### src/rtl/apse_pkg.sv
package apse_pkg;

    // Low five bits of a NAL header byte hold the NAL type.
    localparam logic [7:0] NAL_TYPE_MASK  = 8'h1F;
    localparam int         NAL_TYPE_W     = 5;
    localparam logic [31:0] MASK_RESET    = 32'h0000_0180;

    localparam logic [7:0] BYTE_ZERO      = 8'h00;
    localparam logic [7:0] BYTE_ONE       = 8'h01;

    // Zero bytes held back while a start code may still be forming.
    localparam logic [1:0] ZERO_RUN_MAX   = 2'd3;
    localparam logic [1:0] ZERO_RUN_CODE  = 2'd2;

    // Number of zeros of the fresh 00 00 00 01 prefix.
    localparam logic [2:0] PREFIX_ZEROS   = 3'd3;

    // One classified input byte: what the back end has to emit for it.
    typedef struct packed {
        logic [7:0] data;       // byte to emit when emit_data is set
        logic [2:0] zeros;      // zero bytes to emit first, 0 to 4
        logic       emit_one;   // emit 01 after the zeros
        logic       emit_data;  // emit data last
        logic       unit_end;   // the byte closed the access unit
        logic       found;      // params_found to report on every result
    } cmd_t;

    // Queue status seen by the input handshake and the back end.
    typedef struct packed {
        logic full;
        logic empty;
    } q_status_t;

endpackage

### src/rtl/apse_front.sv
module apse_front
(
    input  logic               clk,
    input  logic               rst_n,
    input  logic               cfg_we,
    input  logic [31:0]        cfg_wdata,
    input  logic               accept,
    input  logic [7:0]         data_byte,
    input  logic               unit_last,
    output logic               push,
    output apse_pkg::cmd_t     cmd
);

    logic [31:0] mask_reg;
    logic [1:0]  zero_run_reg, zero_run_next;
    logic        expect_reg, expect_next;
    logic        copying_reg, copying_next;
    logic        found_reg, found_next;

    logic [apse_pkg::NAL_TYPE_W-1:0] hdr_type;
    logic [2:0] zeros;
    logic       emit_one;
    logic       emit_data;

    assign hdr_type = data_byte[apse_pkg::NAL_TYPE_W-1:0];

    always_comb
    begin
        zero_run_next = zero_run_reg;
        expect_next   = expect_reg;
        copying_next  = copying_reg;
        found_next    = found_reg;
        zeros         = 3'd0;
        emit_one      = 1'b0;
        emit_data     = 1'b0;

        if (expect_reg)
        begin
            // The byte after a start code is always the header.
            expect_next   = 1'b0;
            zero_run_next = 2'd0;
            copying_next  = mask_reg[hdr_type];
            if (mask_reg[hdr_type])
            begin
                found_next = 1'b1;
                zeros      = apse_pkg::PREFIX_ZEROS;
                emit_one   = 1'b1;
                emit_data  = 1'b1;
            end
        end
        else if (data_byte == apse_pkg::BYTE_ZERO)
        begin
            if (zero_run_reg < apse_pkg::ZERO_RUN_MAX)
                zero_run_next = zero_run_reg + 2'd1;
            else if (copying_reg)
                zeros = 3'd1;
        end
        else if (data_byte == apse_pkg::BYTE_ONE && zero_run_reg >= apse_pkg::ZERO_RUN_CODE)
        begin
            zero_run_next = 2'd0;
            copying_next  = 1'b0;
            expect_next   = 1'b1;
        end
        else
        begin
            if (copying_reg)
            begin
                zeros     = {1'b0, zero_run_reg};
                emit_data = 1'b1;
            end
            zero_run_next = 2'd0;
        end

        // Held zeros belong to the current NAL unit when the access unit ends.
        if (unit_last && copying_next)
            zeros = zeros + {1'b0, zero_run_next};

        cmd.data      = data_byte;
        cmd.zeros     = zeros;
        cmd.emit_one  = emit_one;
        cmd.emit_data = emit_data;
        cmd.unit_end  = unit_last;
        cmd.found     = found_next;

        push = accept && (unit_last || emit_one || emit_data || (zeros != 3'd0));

        if (unit_last)
        begin
            zero_run_next = 2'd0;
            expect_next   = 1'b0;
            copying_next  = 1'b0;
            found_next    = 1'b0;
        end
    end

    always_ff @(posedge clk or negedge rst_n)
    begin
        if (!rst_n)
        begin
            mask_reg     <= apse_pkg::MASK_RESET;
            zero_run_reg <= 2'd0;
            expect_reg   <= 1'b0;
            copying_reg  <= 1'b0;
            found_reg    <= 1'b0;
        end
        else
        begin
            if (cfg_we)
                mask_reg <= cfg_wdata;
            if (accept)
            begin
                zero_run_reg <= zero_run_next;
                expect_reg   <= expect_next;
                copying_reg  <= copying_next;
                found_reg    <= found_next;
            end
        end
    end

endmodule

### src/rtl/apse_fifo.sv
module apse_fifo
#(
    parameter int DEPTH = 4
)
(
    input  logic                clk,
    input  logic                rst_n,
    input  logic                push,
    input  apse_pkg::cmd_t      push_cmd,
    input  logic                pop,
    output apse_pkg::cmd_t      head_cmd,
    output apse_pkg::q_status_t status
);

    localparam int PTR_W = (DEPTH > 1) ? $clog2(DEPTH) : 1;
    localparam int CNT_W = $clog2(DEPTH + 1);
    localparam logic [PTR_W-1:0] LAST_PTR = PTR_W'(DEPTH - 1);
    localparam logic [CNT_W-1:0] FULL_CNT = CNT_W'(DEPTH);

    apse_pkg::cmd_t   entries [DEPTH];
    logic [PTR_W-1:0] wr_ptr_reg;
    logic [PTR_W-1:0] rd_ptr_reg;
    logic [CNT_W-1:0] count_reg;

    assign status.full  = (count_reg == FULL_CNT);
    assign status.empty = (count_reg == '0);
    assign head_cmd     = entries[rd_ptr_reg];

    always_ff @(posedge clk)
    begin
        if (push)
            entries[wr_ptr_reg] <= push_cmd;
    end

    always_ff @(posedge clk or negedge rst_n)
    begin
        if (!rst_n)
        begin
            wr_ptr_reg <= '0;
            rd_ptr_reg <= '0;
            count_reg  <= '0;
        end
        else
        begin
            if (push)
                wr_ptr_reg <= (wr_ptr_reg == LAST_PTR) ? '0 : wr_ptr_reg + PTR_W'(1);
            if (pop)
                rd_ptr_reg <= (rd_ptr_reg == LAST_PTR) ? '0 : rd_ptr_reg + PTR_W'(1);
            if (push && !pop)
                count_reg <= count_reg + CNT_W'(1);
            else if (pop && !push)
                count_reg <= count_reg - CNT_W'(1);
        end
    end

endmodule

### src/rtl/apse_back.sv
module apse_back
(
    input  logic                clk,
    input  logic                rst_n,
    input  apse_pkg::cmd_t      head_cmd,
    input  apse_pkg::q_status_t status,
    output logic                pop,
    output logic                m_tvalid,
    input  logic                m_tready,
    output logic [7:0]          m_tdata,
    output logic                m_tlast,
    output logic [2:0]          m_tuser
);

    apse_pkg::cmd_t cur_reg, cur_next;
    logic           cur_valid_reg, cur_valid_next;

    logic       out_valid_reg;
    logic [7:0] out_data_reg;
    logic       out_last_reg;
    logic [2:0] out_user_reg;

    logic [2:0] remaining;
    logic       final_res;
    logic       load;
    logic [7:0] res_data;
    logic       res_valid;

    always_comb
    begin
        remaining = cur_reg.zeros + {2'b00, cur_reg.emit_one} + {2'b00, cur_reg.emit_data};
        final_res = (remaining <= 3'd1);
        load      = cur_valid_reg && (!out_valid_reg || m_tready);

        res_valid = 1'b1;
        if (cur_reg.zeros != 3'd0)
            res_data = apse_pkg::BYTE_ZERO;
        else if (cur_reg.emit_one)
            res_data = apse_pkg::BYTE_ONE;
        else if (cur_reg.emit_data)
            res_data = cur_reg.data;
        else
        begin
            res_data  = apse_pkg::BYTE_ZERO;
            res_valid = 1'b0;
        end

        cur_next       = cur_reg;
        cur_valid_next = cur_valid_reg;
        if (load)
        begin
            if (cur_reg.zeros != 3'd0)
                cur_next.zeros = cur_reg.zeros - 3'd1;
            else if (cur_reg.emit_one)
                cur_next.emit_one = 1'b0;
            else
                cur_next.emit_data = 1'b0;
            if (final_res)
                cur_valid_next = 1'b0;
        end

        pop = !status.empty && (!cur_valid_reg || (load && final_res));
        if (pop)
        begin
            cur_next       = head_cmd;
            cur_valid_next = 1'b1;
        end
    end

    always_ff @(posedge clk or negedge rst_n)
    begin
        if (!rst_n)
        begin
            cur_valid_reg <= 1'b0;
            out_valid_reg <= 1'b0;
        end
        else
        begin
            cur_valid_reg <= cur_valid_next;
            if (load)
                out_valid_reg <= 1'b1;
            else if (m_tready)
                out_valid_reg <= 1'b0;
        end
    end

    always_ff @(posedge clk)
    begin
        cur_reg <= cur_next;
        if (load)
        begin
            out_data_reg <= res_data;
            out_last_reg <= final_res && cur_reg.unit_end;
            out_user_reg <= {cur_reg.found, final_res, res_valid};
        end
    end

    assign m_tvalid = out_valid_reg;
    assign m_tdata  = out_data_reg;
    assign m_tlast  = out_last_reg;
    assign m_tuser  = out_user_reg;

endmodule

### src/rtl/annexb_param_set_extractor.sv
// Extracts the parameter sets (or any NAL types chosen in wanted_type_mask,
// reset value 0x180 for types 7 and 8) from an Annex B access unit streamed
// one byte per transaction, with tlast on the final byte. Every wanted NAL
// unit leaves with a fresh 00 00 00 01 prefix; bytes before the first start
// code and all unwanted NAL units are dropped. One input transaction gives
// zero to five output transactions: tuser[1] marks the last one belonging to
// an input byte, tlast marks the end of the access unit, and a byte that ends
// the unit without any data gets one bare end marker (tuser[0] low). An input
// byte is accepted in every cycle while the command queue has room; the back
// end then delivers one output transaction per cycle while m_tready is high,
// so a byte holds the output for all of its results (at most five, for a new
// NAL header) and the queue of QUEUE_DEPTH entries absorbs such bursts. Write
// wanted_type_mask through cfg_we/cfg_wdata only while no transaction is in flight.
module annexb_param_set_extractor
#(
    parameter int QUEUE_DEPTH = 4
)
(
    input  logic        clk,
    input  logic        rst_n,
    // Configuration: wanted_type_mask.
    input  logic        cfg_we,
    input  logic [31:0] cfg_wdata,
    // Input stream.
    input  logic        s_tvalid,
    output logic        s_tready,
    input  logic [7:0]  s_tdata,   // [7:0] data_byte
    input  logic        s_tlast,   // unit_last
    // Output stream.
    output logic        m_tvalid,
    input  logic        m_tready,
    output logic [7:0]  m_tdata,   // [7:0] out_byte
    output logic        m_tlast,   // unit_done
    output logic [2:0]  m_tuser    // [0] byte_valid, [1] run_last, [2] params_found
);

    logic                accept;
    logic                push;
    logic                pop;
    apse_pkg::cmd_t      push_cmd;
    apse_pkg::cmd_t      head_cmd;
    apse_pkg::q_status_t q_status;

    // The front end classifies a byte in the cycle it is accepted, so it only
    // needs one free queue slot to take it.
    assign s_tready = !q_status.full;
    assign accept   = s_tvalid && s_tready;

    apse_front u_front
    (
        .clk       (clk),
        .rst_n     (rst_n),
        .cfg_we    (cfg_we),
        .cfg_wdata (cfg_wdata),
        .accept    (accept),
        .data_byte (s_tdata),
        .unit_last (s_tlast),
        .push      (push),
        .cmd       (push_cmd)
    );

    // Commands that produce no output are never queued.
    apse_fifo #(.DEPTH(QUEUE_DEPTH)) u_fifo
    (
        .clk      (clk),
        .rst_n    (rst_n),
        .push     (push),
        .push_cmd (push_cmd),
        .pop      (pop),
        .head_cmd (head_cmd),
        .status   (q_status)
    );

    apse_back u_back
    (
        .clk      (clk),
        .rst_n    (rst_n),
        .head_cmd (head_cmd),
        .status   (q_status),
        .pop      (pop),
        .m_tvalid (m_tvalid),
        .m_tready (m_tready),
        .m_tdata  (m_tdata),
        .m_tlast  (m_tlast),
        .m_tuser  (m_tuser)
    );

`ifndef SYNTH
    // The end of an access unit is always the last result of its input byte.
    a_done_is_run_last: assert property (@(posedge clk) disable iff (!rst_n)
        m_tvalid && m_tlast |-> m_tuser[1])
        else $error("unit end not on last result of its byte");

    // A bare end marker carries a zero byte and closes the access unit.
    a_marker_shape: assert property (@(posedge clk) disable iff (!rst_n)
        m_tvalid && !m_tuser[0] |-> m_tlast && m_tuser[1] && m_tdata == 8'h00)
        else $error("malformed end marker");

    // The queue is never written while it is full.
    a_no_overflow: assert property (@(posedge clk) disable iff (!rst_n)
        push |-> !q_status.full)
        else $error("command queue overflow");

    // The queue is never read while it is empty.
    a_no_underflow: assert property (@(posedge clk) disable iff (!rst_n)
        pop |-> !q_status.empty)
        else $error("command queue underflow");
`endif

endmodule
### config.mk
export PLATFORM = sky130hd
export DESIGN_NAME = annexb_param_set_extractor
export DESIGN_NICKNAME = d
export VERILOG_FILES = /design/src/rtl/apse_pkg.sv /design/src/rtl/apse_front.sv /design/src/rtl/apse_fifo.sv /design/src/rtl/apse_back.sv /design/src/rtl/annexb_param_set_extractor.sv
export SDC_FILE = /design/constraint.sdc
export NUM_CORES = 1
export LEC_CHECK = 0
export BUFFER_PORTS_ARGS = -buffer_cell sky130_fd_sc_hd__clkbuf_2
export CAP_MARGIN = 20
export CORE_MARGIN = 4
export CORE_UTILIZATION = 54
export CTS_CLUSTER_DIAMETER = 120
export DETAILED_ROUTE_END_ITERATION = 8
export GPL_TIMING_DRIVEN = 0
export HOLD_SLACK_MARGIN = 0.1
export PLACE_DENSITY = 0.72
export SLEW_MARGIN = 20
export SYNTH_ARGS = -nofsm -noshare
export SYNTH_HDL_FRONTEND = slang
export SYNTH_SLANG_ARGS = --single-unit
### constraint.sdc
create_clock -name clk -period 7.06 [get_ports clk]
set_input_delay 0.353 -clock clk [delete_from_list [all_inputs] [get_ports clk]]
set_output_delay 0.353 -clock clk [all_outputs]
set_load 0.05 [all_outputs]
Yosys cells after proc, flatten, opt, wreduce, memory -nomap -nowiden. Memories as Yosys holds them, arrays and structs flattened. Index checks and enable logic that the tools add are counted.

Register bits: 73. Memory bits (writable): 60. Input bits: 46. Output and inout bits: 14. Memories: 1.

Add/sub/neg operators: 9. $lt $le $gt $ge: 4. Eq/ne operators: 6. Multiplexer cells: 50. Bitwise operators: 1. Reductions and logical operators: 36.

Memory list: u_fifo.entries (words 4, bits a word 15, rd ports 1, clocked after Yosys merged registers in 0, write ports 1, RTL line apse_fifo.sv:20) `apse_pkg::cmd_t entries [DEPTH];`.

Operators by type and width (number): $mux 1 (30); $mux 3 (8); $mux 2 (9); $logic_and 1x1->1 (10); $reduce_bool 2->1 (5); $eq 8x1->1 const B (1); $logic_not 8->1 (1); $mux 7 (1); $add 2x1->2 const B (3); $add 3x1->3 (2); $logic_not 1->1 (6); $lt 5x6->1 const B (1); $reduce_and 2->1 (3); $reduce_bool 3->1 (2); $sub 3x1->3 const B (2); $bmux 1 s5 (1); $logic_or 1x1->1 (5); $mux 5 (1); $eq 2x2->1 const B (2); $ne 2x2->1 const B (2); $add 3x1->3 const B (1); $add 3x2->3 (1); $eq 3x3->1 const B (1); $le 3x1->1 const B (1); other kinds (7) (7).

Longest topological paths before layout. Gate-level depths: netlist of the first run.

Depth after elaboration: 14. Depth in mapped cells: 14. Depth with buffers taken out: 12.

Modules after synthesis. Synthesis of the first run repeated with hierarchy kept, for this count alone.

Cell total of the unflattened synthesis: 364. Area, all modules: 5844.4 um^2.

By module, submodules not included: apse_fifo (instances 1, cells each 116, area each 2620.0 um^2, seq. area each 1976.9 um^2); apse_front (instances 1, cells each 170, area each 2025.7 um^2, seq. area each 928.4 um^2); apse_back (instances 1, cells each 76, area each 1188.6 um^2, seq. area each 860.8 um^2); annexb_param_set_extractor (instances 1, cells each 2, area each 10.0 um^2, seq. area each 0.0 um^2).

Worst setup path after synthesis of the first run. Ideal clock, no wire load.

Path type: input to register. Start: in s_tdata[0]. End: mem u_fifo.entries[3][0] (netlist bit) (enable). Library setup time: 0.411 ns. Arrival time: 2.822 ns. Data required time: 6.649 ns. Slack: 3.827 ns. Cell stages on the path: 7. Buffers on the path: 2. Cells stage by stage: buf_6 mux4_1 nor2b_1 o31ai_1 o21ai_2 buf_2 a211oi_1.

Cells in the longest elaborated chain, start to end: 12. Elaborated cells on any way between the ends: 29.

Ends and longest elaborated chain: start: declaration (RTL line annexb_param_set_extractor.sv:27) `input logic [7:0] s_tdata,`; branches (longest 8 deep; another with $add 3x2->3); $logic_or 1x1->1 (*) (RTL line apse_front.sv:85) `push = accept && (unit_last || emit_one || emit_data || (zeros != 3'd0));`; $logic_and 1x1->1 (*) (RTL line apse_front.sv:85); $mux 1 (*) (RTL line apse_fifo.sv:31) `if (push)`; $mux 1 (implied by the code) (*) (RTL line apse_fifo.sv:32) `entries[wr_ptr_reg] <= push_cmd;`; end: declaration (RTL line apse_fifo.sv:20).

Mark *: on every way between the ends. The select of a mux whose other input is x is not followed.

Final worst setup path of the first run.
Start: in s_tdata[2]. End: reg u_fifo.count_reg[2].

Cells in the longest elaborated chain, start to end: 13. Elaborated cells on any way between the ends: 32.

Ends and longest elaborated chain: branches (longest 8 deep; another with $add 3x2->3); $logic_or 1x1->1 (*) (RTL line apse_front.sv:85); $logic_and 1x1->1 (*) (RTL line apse_front.sv:85); via push (RTL line annexb_param_set_extractor.sv:38) `logic push;`; $logic_not 1->1 (RTL line apse_fifo.sv:51) `else if (pop && !push)`; $logic_and 1x1->1 (RTL line apse_fifo.sv:51); $reduce_bool 2->1 (no line); end signal: assignment (RTL line apse_fifo.sv:50) `count_reg <= count_reg + CNT_W'(1);`; end signal: assignment (RTL line apse_fifo.sv:52) `count_reg <= count_reg - CNT_W'(1);`; end: declaration (RTL line apse_fifo.sv:23) `logic [CNT_W-1:0] count_reg;`.

Mark *: on every way through the listed nets, which the timed path passes. The select of a mux whose other input is x is not followed. A chain may end at the register's enable or synchronous reset.

==> flow_summary.json, run 1 <==
{
  "relSlewSlack_pct": 27.3,
  "hp-class": "in -> reg",
  "timing.final.crit_share_pct": 53.8,
  "leakagePower_nw": 2.88,
  "cts_root_buffer": "clkbuf_8",
  "gp_congestion": 0.792,
  "finalHoldViolCount": 0,
  "drt_wl_total_um": 11200,
  "hold_ws_ns": 0.131,
  "initial_utilization_pct": 55.7,
  "cts_made_buffers": 17,
  "die_area_um2": 12400,
  "timing.setup.tns_ns": 0,
  "power_density_nw_per_um2": 353,
  "dieWidth_um": 111,
  "numPortBuffers": 58,
  "ctsResizeCount": 0,
  "fmax_mhz": 263,
  "syn_area_per_cell_um2": 16.3,
  "clock_sinks": 133,
  "antenna_found_initial": 0,
  "diodes": 0,
  "seqCellArea_um2": 3770,
  "rsz0062_at_grt": "false",
  "final_cell_mix": "edfxtp_1, clkbuf_2, dfrtp_1",
  "outcome": "complete, no violations",
  "setup_violations": 0,
  "postCtsHoldBufs": 39,
  "drt_iter0_markers": 156,
  "routedWlPerCell_um": 18.0,
  "cpMostUsedCell": "xor2_1",
  "fillers": 681,
  "pin_count": 60,
  "muxShareOfSynthArea_pct": 16.7,
  "first_pass_iters": 5,
  "synth-simple-area-share_pct": 6.30,
  "cts_tree": "yes",
  "min_period_ns": 3.80,
  "crit_fanout": 10,
  "end_kind": "flop",
  "crit_path_max_incr_delay_ns": 0.70,
  "layout_commonest_cell": "edfxtp_1",
  "cts_max_path_buffers": 2,
  "tightest_slew_ns": 1.08,
  "synthDistinctLibCells": 52,
  "synth_top_family_by_area": "multiplexers",
  "crit_type": "in -> reg",
  "grt_max_degree": 47,
  "largest_reg_flops": 60,
  "clock_latency_ns": 0.51,
  "multiInputGateArea_um2": 1900,
  "netlist_area_um2": 5780,
  "syn-num-nets": 414,
  "critPathTopFamily": "buffers and inverters",
  "grt_pass1_vias": 3751,
  "die_h_um": 111,
  "arrival_ns": 4.23,
  "vias": 3380,
  "start_kind": "input port",
  "finalNetCount": 534,
  "synthArstFlopShare_pct": 34.6,
  "final_antenna_net_count": 0,
  "post_cts_buffers": 0,
  "ys_seq_area_share_pct": 65.2,
  "drc_errors": 0,
  "via_per_inst": 5.42,
  "hpwl_um": 7180,
  "slowest_stage": "o31ai_1",
  "maxSlewViolCount": 0,
  "critPathBufInv": 5,
  "syn2layout_area_growth_pct": 26.7,
  "synth-main-ff-cell": "edfxtp_1",
  "synth_xor_area_share_pct": 0.910,
  "worstPathRequired_ns": 7.49,
  "overflow": 0,
  "cts.htree.levels": 4,
  "grt_pass1_wl_um": 19100,
  "track_usage_pct": 20.0,
  "drive_above_1_share_pct": 33.6,
  "synth_warnings": 0,
  "drv_cap": 0,
  "ys_ff_latch": 133,
  "fp.coreArea_um2": 10400,
  "crit_chain": "dlygate4sd3_1 -> clkbuf_2 -> clkbuf_1 -> o311ai_0 -> o31ai_1 -> o21ai_2 -> buf_2 -> a21oi_1 -> ha_1 -> inv_1 -> fa_1 -> xor2_1 -> nor2_1 -> xor2_1",
  "postSynthCellCount": 355,
  "path_clk_slew_ns": 0.05,
  "peakVddDrop_mv": 0.206,
  "synth_compound_area_share_pct": 4.83,
  "fp-row-count": 37,
  "synth_edf_count": 87,
  "skew_ns": 0.0132,
  "synthAdderAreaFrac_pct": 3.21
}
[where the power goes]
| group | total (mW) | leakage, nW | internal (mW) | switching, mW |
|---|---|---|---|---|
| Combinational | 0.635 | 1.24 | 0.278 | 0.357 |
| Sequential | 1.08 | 1.35 | 1.01 | 0.0661 |
| Clock | 0.873 | 0.293 | 0.576 | 0.297 |
| Total | 2.58 | 2.88 | 1.86 | 0.720 |
[path summary, 6_finish.rpt]
| path | startpoint | endpoint | slack (ns) | cells after the start |
|---|---|---|---|---|
| worst min-delay path | s_tdata[0] | u_fifo.entries[0][7]$_DFFE_PP_ | 0.13 | 1 |
| worst max-delay path | s_tdata[2] | u_fifo.count_reg[2]$_DFFE_PN0P_ | 3.26 | 14 |
| worst min register to register | u_back.cur_reg[0]$_DFFE_PN_ | u_back.m_tuser[2]$_DFFE_PP_ | 0.46 | 0 |
| worst max register to register | u_back.cur_reg[2]$_SDFFCE_PP0P_ | u_fifo.count_reg[2]$_DFFE_PN0P_ | 3.56 | 13 |
| min in group asynchronous | rst_n | u_back.m_tvalid$_DFFE_PN0P_ | 0.44 | 2 |
| max in group asynchronous | rst_n | u_fifo.rd_ptr_reg[0]$_DFFE_PN0N_ | 6.14 | 2 |
[synth_stat cells (2+ instances only)]
| library cell | count | area, µm² |
|---|---|---|
| mux4_1 | 3 | 78.8 |
| mux4_2 | 19 | 428 |
| mux2i_1 | 2 | 20.0 |
| nand3_1 | 6 | 30.0 |
| edfxtp_1 | 87 | 2610 |
| a22o_1 | 3 | 26.3 |
| and3b_1 | 2 | 17.5 |
| nand2b_1 | 5 | 31.3 |
| or3_1 | 3 | 18.8 |
| nand2_1 | 17 | 63.8 |
| buf_1 | 4 | 15.0 |
| a32oi_1 | 2 | 17.5 |
| nor3b_1 | 2 | 15.0 |
| and2_1 | 11 | 68.8 |
| dfstp_2 | 2 | 52.6 |
| o221a_2 | 2 | 22.5 |
| o31ai_1 | 3 | 22.5 |
| nor3_1 | 4 | 20.0 |
| dfrtp_1 | 44 | 1100 |
| nor2_1 | 5 | 18.8 |
| a21oi_1 | 5 | 25.0 |
| buf_2 | 4 | 20.0 |
| o21ai_0 | 3 | 15.0 |
| a41oi_1 | 2 | 17.5 |
| xor2_1 | 5 | 43.8 |
| mux2_2 | 39 | 439 |
| a211oi_1 | 4 | 30.0 |
| ha_1 | 10 | 125 |
| fa_1 | 3 | 60.1 |
| o211ai_1 | 2 | 15.0 |
| clkbuf_1 | 9 | 33.8 |
| inv_1 | 18 | 67.6 |
| nor2b_1 | 6 | 37.5 |
[through the flow]
step                worst slack, ns  utilization [%]  power [mW]  cell area [µm²]  std cells
global placement               2.60             60.1        1.66             6240        549
finish                         3.26             70.6        2.58             7320        624
floorplan                      3.83                -        1.54             5780        355
detailed placement             3.35             61.1        1.71             6330        553
global route                   2.95             70.6        2.73             7320        624
CTS                            3.24             70.6        2.62             7320        624
[routing by layer]
metal / global-route usage (%) / vias to the layer above / routed length, µm
li1: - / 1584 / -
met1: 23.3 / 1691 / 4520
met2: 34.8 / 93 / 5970
met3: 5.92 / 12 / 524
met4: 8.11 / 0 / 192
met5: 0 / - / 0
[cell families after synthesis]
logic type | count (synthesis)
AOI/OAI and AO/OA | 36
adders and majority gates | 13
DFF | 133
xor gates and xnor gates | 6
and+or+nand+nor | 67
buffers and inverters | 37
muxes | 63
[final cells by class]
class,instances,share of cell area [%]
Clock inverter,12,2.17
Multi-Input combinational cell,185,25.9
Inverter,18,0.923
Tap cell,136,2.33
Buffer,19,1.30
Sequential cell,133,51.5
Clock buffer,20,5.95
Timing Repair Buffer,101,9.95
Note: power is estimated with default switching activity, not from simulation.
==> inputs of run 2 (changes only) <==
CORE_UTILIZATION = 53   (was 54)
PLACE_DENSITY = 0.74   (was 0.72)
clock period = 3.1 ns   (was 7.06 ns; I/O delays follow)
==> flow_summary.json, run 2 (synthesized netlist as in run 1, its figures left out) <==
{
  "post_dp_cell_area_um2": 6330,
  "worstPathRequired_ns": 3.51,
  "power_density_nw_per_um2": 799,
  "drv_cap": 0,
  "largest_reg_flops": 60,
  "first_pass_iters": 4,
  "drc_errors": 0,
  "drt_wl_total_um": 11400,
  "post-place-ws_ns": -0.424,
  "pin_count": 60,
  "fmax_mhz": 337,
  "dieWidth_um": 112,
  "finalNonFillerCells": 633,
  "fp-row-count": 37,
  "via_per_inst": 5.49,
  "cts_root_buffer": "clkbuf_8",
  "maxSlewViolCount": 0,
  "diodes": 0,
  "numPortBuffers": 58,
  "peakVddDrop_mv": 0.431,
  "rrSetupSlack_ns": 0.13,
  "hp-class": "in -> reg",
  "slowest_stage": "mux4_1",
  "gp_congestion": 0.787,
  "final_antenna_net_count": 0,
  "drive_above_1_share_pct": 36.2,
  "final_cell_mix": "edfxtp_1, clkbuf_2, dlygate4sd3_1",
  "post-place-cells": 553,
  "cts_made_buffers": 17,
  "grt_pass1_wl_um": 19500,
  "cpMostUsedCell": "mux2_2",
  "track_usage_pct": 20.4,
  "syn2layout_area_growth_pct": 29.1,
  "path_clk_slew_ns": 0.06,
  "cts_max_path_buffers": 2,
  "start_kind": "flop",
  "finalHoldViolCount": 0,
  "cts.htree.levels": 4,
  "leakagePower_nw": 2.93,
  "crit_path_max_incr_delay_ns": 0.52,
  "grt_max_degree": 47,
  "outcome": "complete, no violations",
  "skew_ns": 0.00812,
  "arrival_ns": 3.38,
  "finalNetCount": 543,
  "clock_latency_ns": 0.53,
  "timing.final.crit_share_pct": 95.8,
  "grt_pass1_vias": 3875,
  "layout_commonest_cell": "edfxtp_1",
  "relSlewSlack_pct": 44.0,
  "hpwl_um": 7450,
  "min_period_ns": 2.97,
  "initial_utilization_pct": 55.2,
  "vias": 3473,
  "design_area_um2": 7460,
  "end_kind": "flop",
  "overflow": 0,
  "die_area_um2": 12600,
  "antenna_found_initial": 0,
  "rsz0062_at_grt": "false",
  "crit_chain": "mux4_1 -> mux2_2 -> a2bb2oi_2 -> o21ai_4 -> buf_6 -> a21oi_1 -> ha_2 -> inv_1 -> fa_2 -> mux2_2",
  "timing.setup.tns_ns": 0,
  "crit_type": "reg -> reg",
  "clock_sinks": 133,
  "drt_iter0_markers": 180,
  "routedWlPerCell_um": 17.9,
  "tightest_slew_ns": 0.832,
  "layout_setup_ws_ns": 0.129,
  "fp.coreArea_um2": 10500,
  "crit_fanout": 10,
  "setup_violations": 0,
  "cts_tree": "yes",
  "die_h_um": 112
}
## run 2: cell count changes in the layout (fill, tap and decap cells not counted), moves of 2 or more
cell,previous run,this run
buf_4,0,4
buf_6,5,7
clkbuf_1,11,6
clkinvlp_4,0,2
dlygate4sd3_1,39,46
fa_1,3,1
fa_2,0,2
nor2_1,5,3
nor2_2,0,2
o31ai_1,3,1
## run 2: what timing repair did
item,CTS,global route
pin swaps,3,1
hold endpoints to repair,117,0
setup buffers,4,0
resized for setup,14,4
setup endpoints to repair,6,6
hold buffers,46,0
## run 2: where the power goes
group / total [mW] / leakage [nW] / switching [mW] / internal (mW)
registers: 2.46 / 1.35 / 0.159 / 2.30
clock network: 1.93 / 0.278 / 0.720 / 1.21
logic: 1.57 / 1.30 / 0.865 / 0.704
## run 2: per-stage QoR
stage / hold WS, ns / total power, mW / utilization (%)
global route: 0.215 / 6.29 / 71.3
detailed placement: 0.255 / 3.92 / 60.5
floorplan: -0.141 / 3.50 / -
global placement: 0.387 / 3.79 / 59.6
finish: 0.196 / 5.96 / 71.3
CTS: 0.118 / 6.00 / 71.2
## run 2: layer usage
layer / up-vias / GRT usage [%] / share of wire (%)
li1: 1617 / - / -
met1: 1744 / 23.6 / 40
met2: 95 / 36.5 / 54
met3: 17 / 5.07 / 4.7
met4: 0 / 7.85 / 1.5
met5: - / 0 / 0
## run 2: area by class of cell
type / count / area, µm²
multi-input combinational: 185 / 1950
clock inverter: 15 / 161
timing repair buffer: 112 / 828
inverter: 18 / 67.6
buffer: 17 / 101
fill: 710 / 3000
sequential: 133 / 3770
clock buffer: 17 / 414
tap: 136 / 170
## run 2: path summary, 6_finish.rpt
kind / from / to / depth (start not counted)
setup reg to reg: u_front.mask_reg[29]$_DFFE_PN0P_ / u_fifo.count_reg[1]$_DFFE_PN0P_ / 10
hold reg to reg: u_back.cur_reg[0]$_DFFE_PN_ / u_back.m_tuser[2]$_DFFE_PP_ / 0
setup / recovery: u_front.mask_reg[29]$_DFFE_PN0P_ / u_fifo.count_reg[1]$_DFFE_PN0P_ / 10
min in group asynchronous: rst_n / u_fifo.count_reg[0]$_DFFE_PN0P_ / 2
hold / removal: s_tdata[6] / u_front.zero_run_reg[1]$_DFFE_PN0P_ / 6
max in group asynchronous: rst_n / u_fifo.rd_ptr_reg[0]$_DFFE_PN0N_ / 2
## run 2: worst max-delay path: cells and delay by family (launching register included)
kind	cells	cell delay, ns
compound gates	3	0.45
flops	1	0.38
mux	3	1.09
fa+ha+maj	2	0.64
buf+inv	2	0.29
==> inputs of run 3 (changes only) <==
SETUP_SLACK_MARGIN = 0.15   (was unset)
==> flow_summary.json, run 3 (synthesized netlist as in run 1, its figures left out) <==
{
  "gp_congestion": 0.770,
  "grt_pass1_vias": 3745,
  "clock_latency_ns": 0.51,
  "final_cell_mix": "edfxtp_1, clkbuf_2, dlygate4sd3_1",
  "grt_pass1_wl_um": 19400,
  "setup_violations": 0,
  "end_kind": "flop",
  "p_total_mw": 6.04,
  "r2r-end": "u_fifo.entries[1][5]$_DFFE_PP_",
  "fp-row-count": 37,
  "crit_chain": "mux4_1 -> mux2_4 -> a2bb2oi_4 -> o21ai_4 -> buf_6 -> nand2_1 -> ha_1 -> inv_1 -> fa_1 -> a32oi_2",
  "layout_commonest_cell": "edfxtp_1",
  "peakVddDrop_mv": 0.452,
  "holdPathStages": 5,
  "hp-class": "in -> reg",
  "maxSlewViolCount": 0,
  "overflow": 0,
  "track_usage_pct": 19.9,
  "syn2layout_area_growth_pct": 30.8,
  "crit_path_max_incr_delay_ns": 0.51,
  "grt_max_degree": 47,
  "timing.final.crit_share_pct": 91.4,
  "fmax_mhz": 353,
  "pin_count": 60,
  "final_antenna_net_count": 0,
  "r2r_start": "u_front.mask_reg[29]$_DFFE_PN0P_",
  "crit_type": "reg -> reg",
  "first_pass_iters": 4,
  "crit_fanout": 6,
  "rrSetupSlack_ns": 0.27,
  "vias": 3468,
  "tightest_slew_ns": 0.888,
  "start_kind": "flop",
  "antenna_found_initial": 0,
  "hold_ws_ns": 0.168,
  "drive_above_1_share_pct": 38.0,
  "cts_made_buffers": 17,
  "hold_path_end": "u_fifo.wr_ptr_reg[0]$_DFFE_PN0P_",
  "slowest_stage": "mux4_1",
  "cts_root_buffer": "clkbuf_8",
  "via_per_inst": 5.41,
  "leakagePower_nw": 2.97,
  "cts_tree": "yes",
  "dieWidth_um": 112,
  "critPathBufInv": 2,
  "finalHoldViolCount": 0,
  "rsz0062_at_grt": "false",
  "power_density_nw_per_um2": 800,
  "finalNetCount": 551,
  "die_h_um": 112,
  "outcome": "complete, no violations",
  "path_clk_slew_ns": 0.06,
  "diodes": 0,
  "cts_max_path_buffers": 2,
  "critPathTopFamily": "multiplexers",
  "drv_cap": 0,
  "r2r_cells": 10,
  "routedWlPerCell_um": 18.3,
  "relSlewSlack_pct": 40.6,
  "initial_utilization_pct": 55.2,
  "numPortBuffers": 58,
  "skew_ns": 0.00866,
  "worstPathRequired_ns": 3.41,
  "cts.htree.levels": 4,
  "drc_errors": 0,
  "hold_path_startpoint": "s_tvalid",
  "clock_sinks": 133,
  "drt_iter0_markers": 149,
  "hpwl_um": 7440,
  "fp.coreArea_um2": 10500,
  "drt_wl_total_um": 11700,
  "largest_reg_flops": 60,
  "die_area_um2": 12600,
  "arrival_ns": 3.14,
  "min_period_ns": 2.83
}
-- run 3: cell count changes in the layout (fill, tap and decap cells not counted), moves of 2 or more --
cell | before | now
buf_6 | 7 | 5
ha_4 | 0 | 2
clkinv_2 | 3 | 1
buf_4 | 4 | 11
clkinv_1 | 4 | 2
clkbuf_2 | 57 | 59
clkinv_4 | 2 | 4
-- run 3: timing repair --
action                                 in CTS  in global routing
endpoints found under the hold margin     116                  0
pin swaps                                   2                  6
hold buffers                               46                  0
buffers inserted                            7                  4
setup endpoints to repair                  25                 21
gates resized for setup                    14                 13
-- run 3: how the worst max path moves through the flow --
stage	from	end	slack (ns)	cells past startpoint
after floorplan	u_front.zero_run_reg[1]$_DFFE_PN0P_	u_fifo.entries[0][0]$_DFFE_PP_	0.15	6
after global placement	s_tdata[2]	u_fifo.entries[0][12]$_DFFE_PP_	-1.00	6
after detailed placement	s_tdata[2]	u_fifo.count_reg[2]$_DFFE_PN0P_	-0.41	14
after CTS	u_back.cur_reg[4]$_DFFE_PP_	u_fifo.count_reg[2]$_DFFE_PN0P_	0.15	13
after global routing	u_back.cur_reg[2]$_SDFFCE_PP0P_	u_fifo.count_reg[2]$_DFFE_PN0P_	0.15	13
final	u_front.mask_reg[29]$_DFFE_PN0P_	u_fifo.entries[1][5]$_DFFE_PP_	0.27	10
-- run 3: power by group --
group | leakage (nW) | total, mW | internal (mW) | switching (mW)
combinational | 1.35 | 1.68 | 0.784 | 0.897
sequential | 1.35 | 2.47 | 2.30 | 0.169
clock | 0.271 | 1.89 | 1.16 | 0.724
-- run 3: stage by stage --
stage | instances | utilization [%] | worst slack, ns | TNS, ns | instance area, µm²
final | 641 | 72.2 | 0.266 | 0 | 7550
after global routing | 641 | 72.2 | 0.153 | 0 | 7550
after CTS | 637 | 71.4 | 0.154 | 0 | 7470
after detailed placement | 552 | 60.5 | -0.410 | -5.61 | 6330
after global placement | 549 | 59.7 | -1.00 | -48.27 | 6240
after floorplan | 355 | - | 0.151 | 0 | 5780
-- run 3: final cells by class --
type / count / area [µm²]
multi-input combinational: 185 / 2000
sequential: 133 / 3770
fill: 675 / 2910
inverter: 18 / 67.6
clock inverter: 12 / 131
buffer: 19 / 113
tap: 136 / 170
clock buffer: 20 / 435
timing repair buffer: 118 / 873
-- run 3: worst min-delay path, stage by stage --
cell and delay (ns):
clkbuf_2 0.08, nand2_1 0.14, nand2_1 0.07, o221a_2 0.12, nand3_1 0.07
-- run 3: per-layer routing --
metal  share of wire [%]  up-vias  track usage, %
met3                 4.1       17            4.31
li1                    -     1625               -
met5                   0        -               0
met4                 1.5        0            7.29
met2                  55       94            36.5
met1                  40     1732            22.9
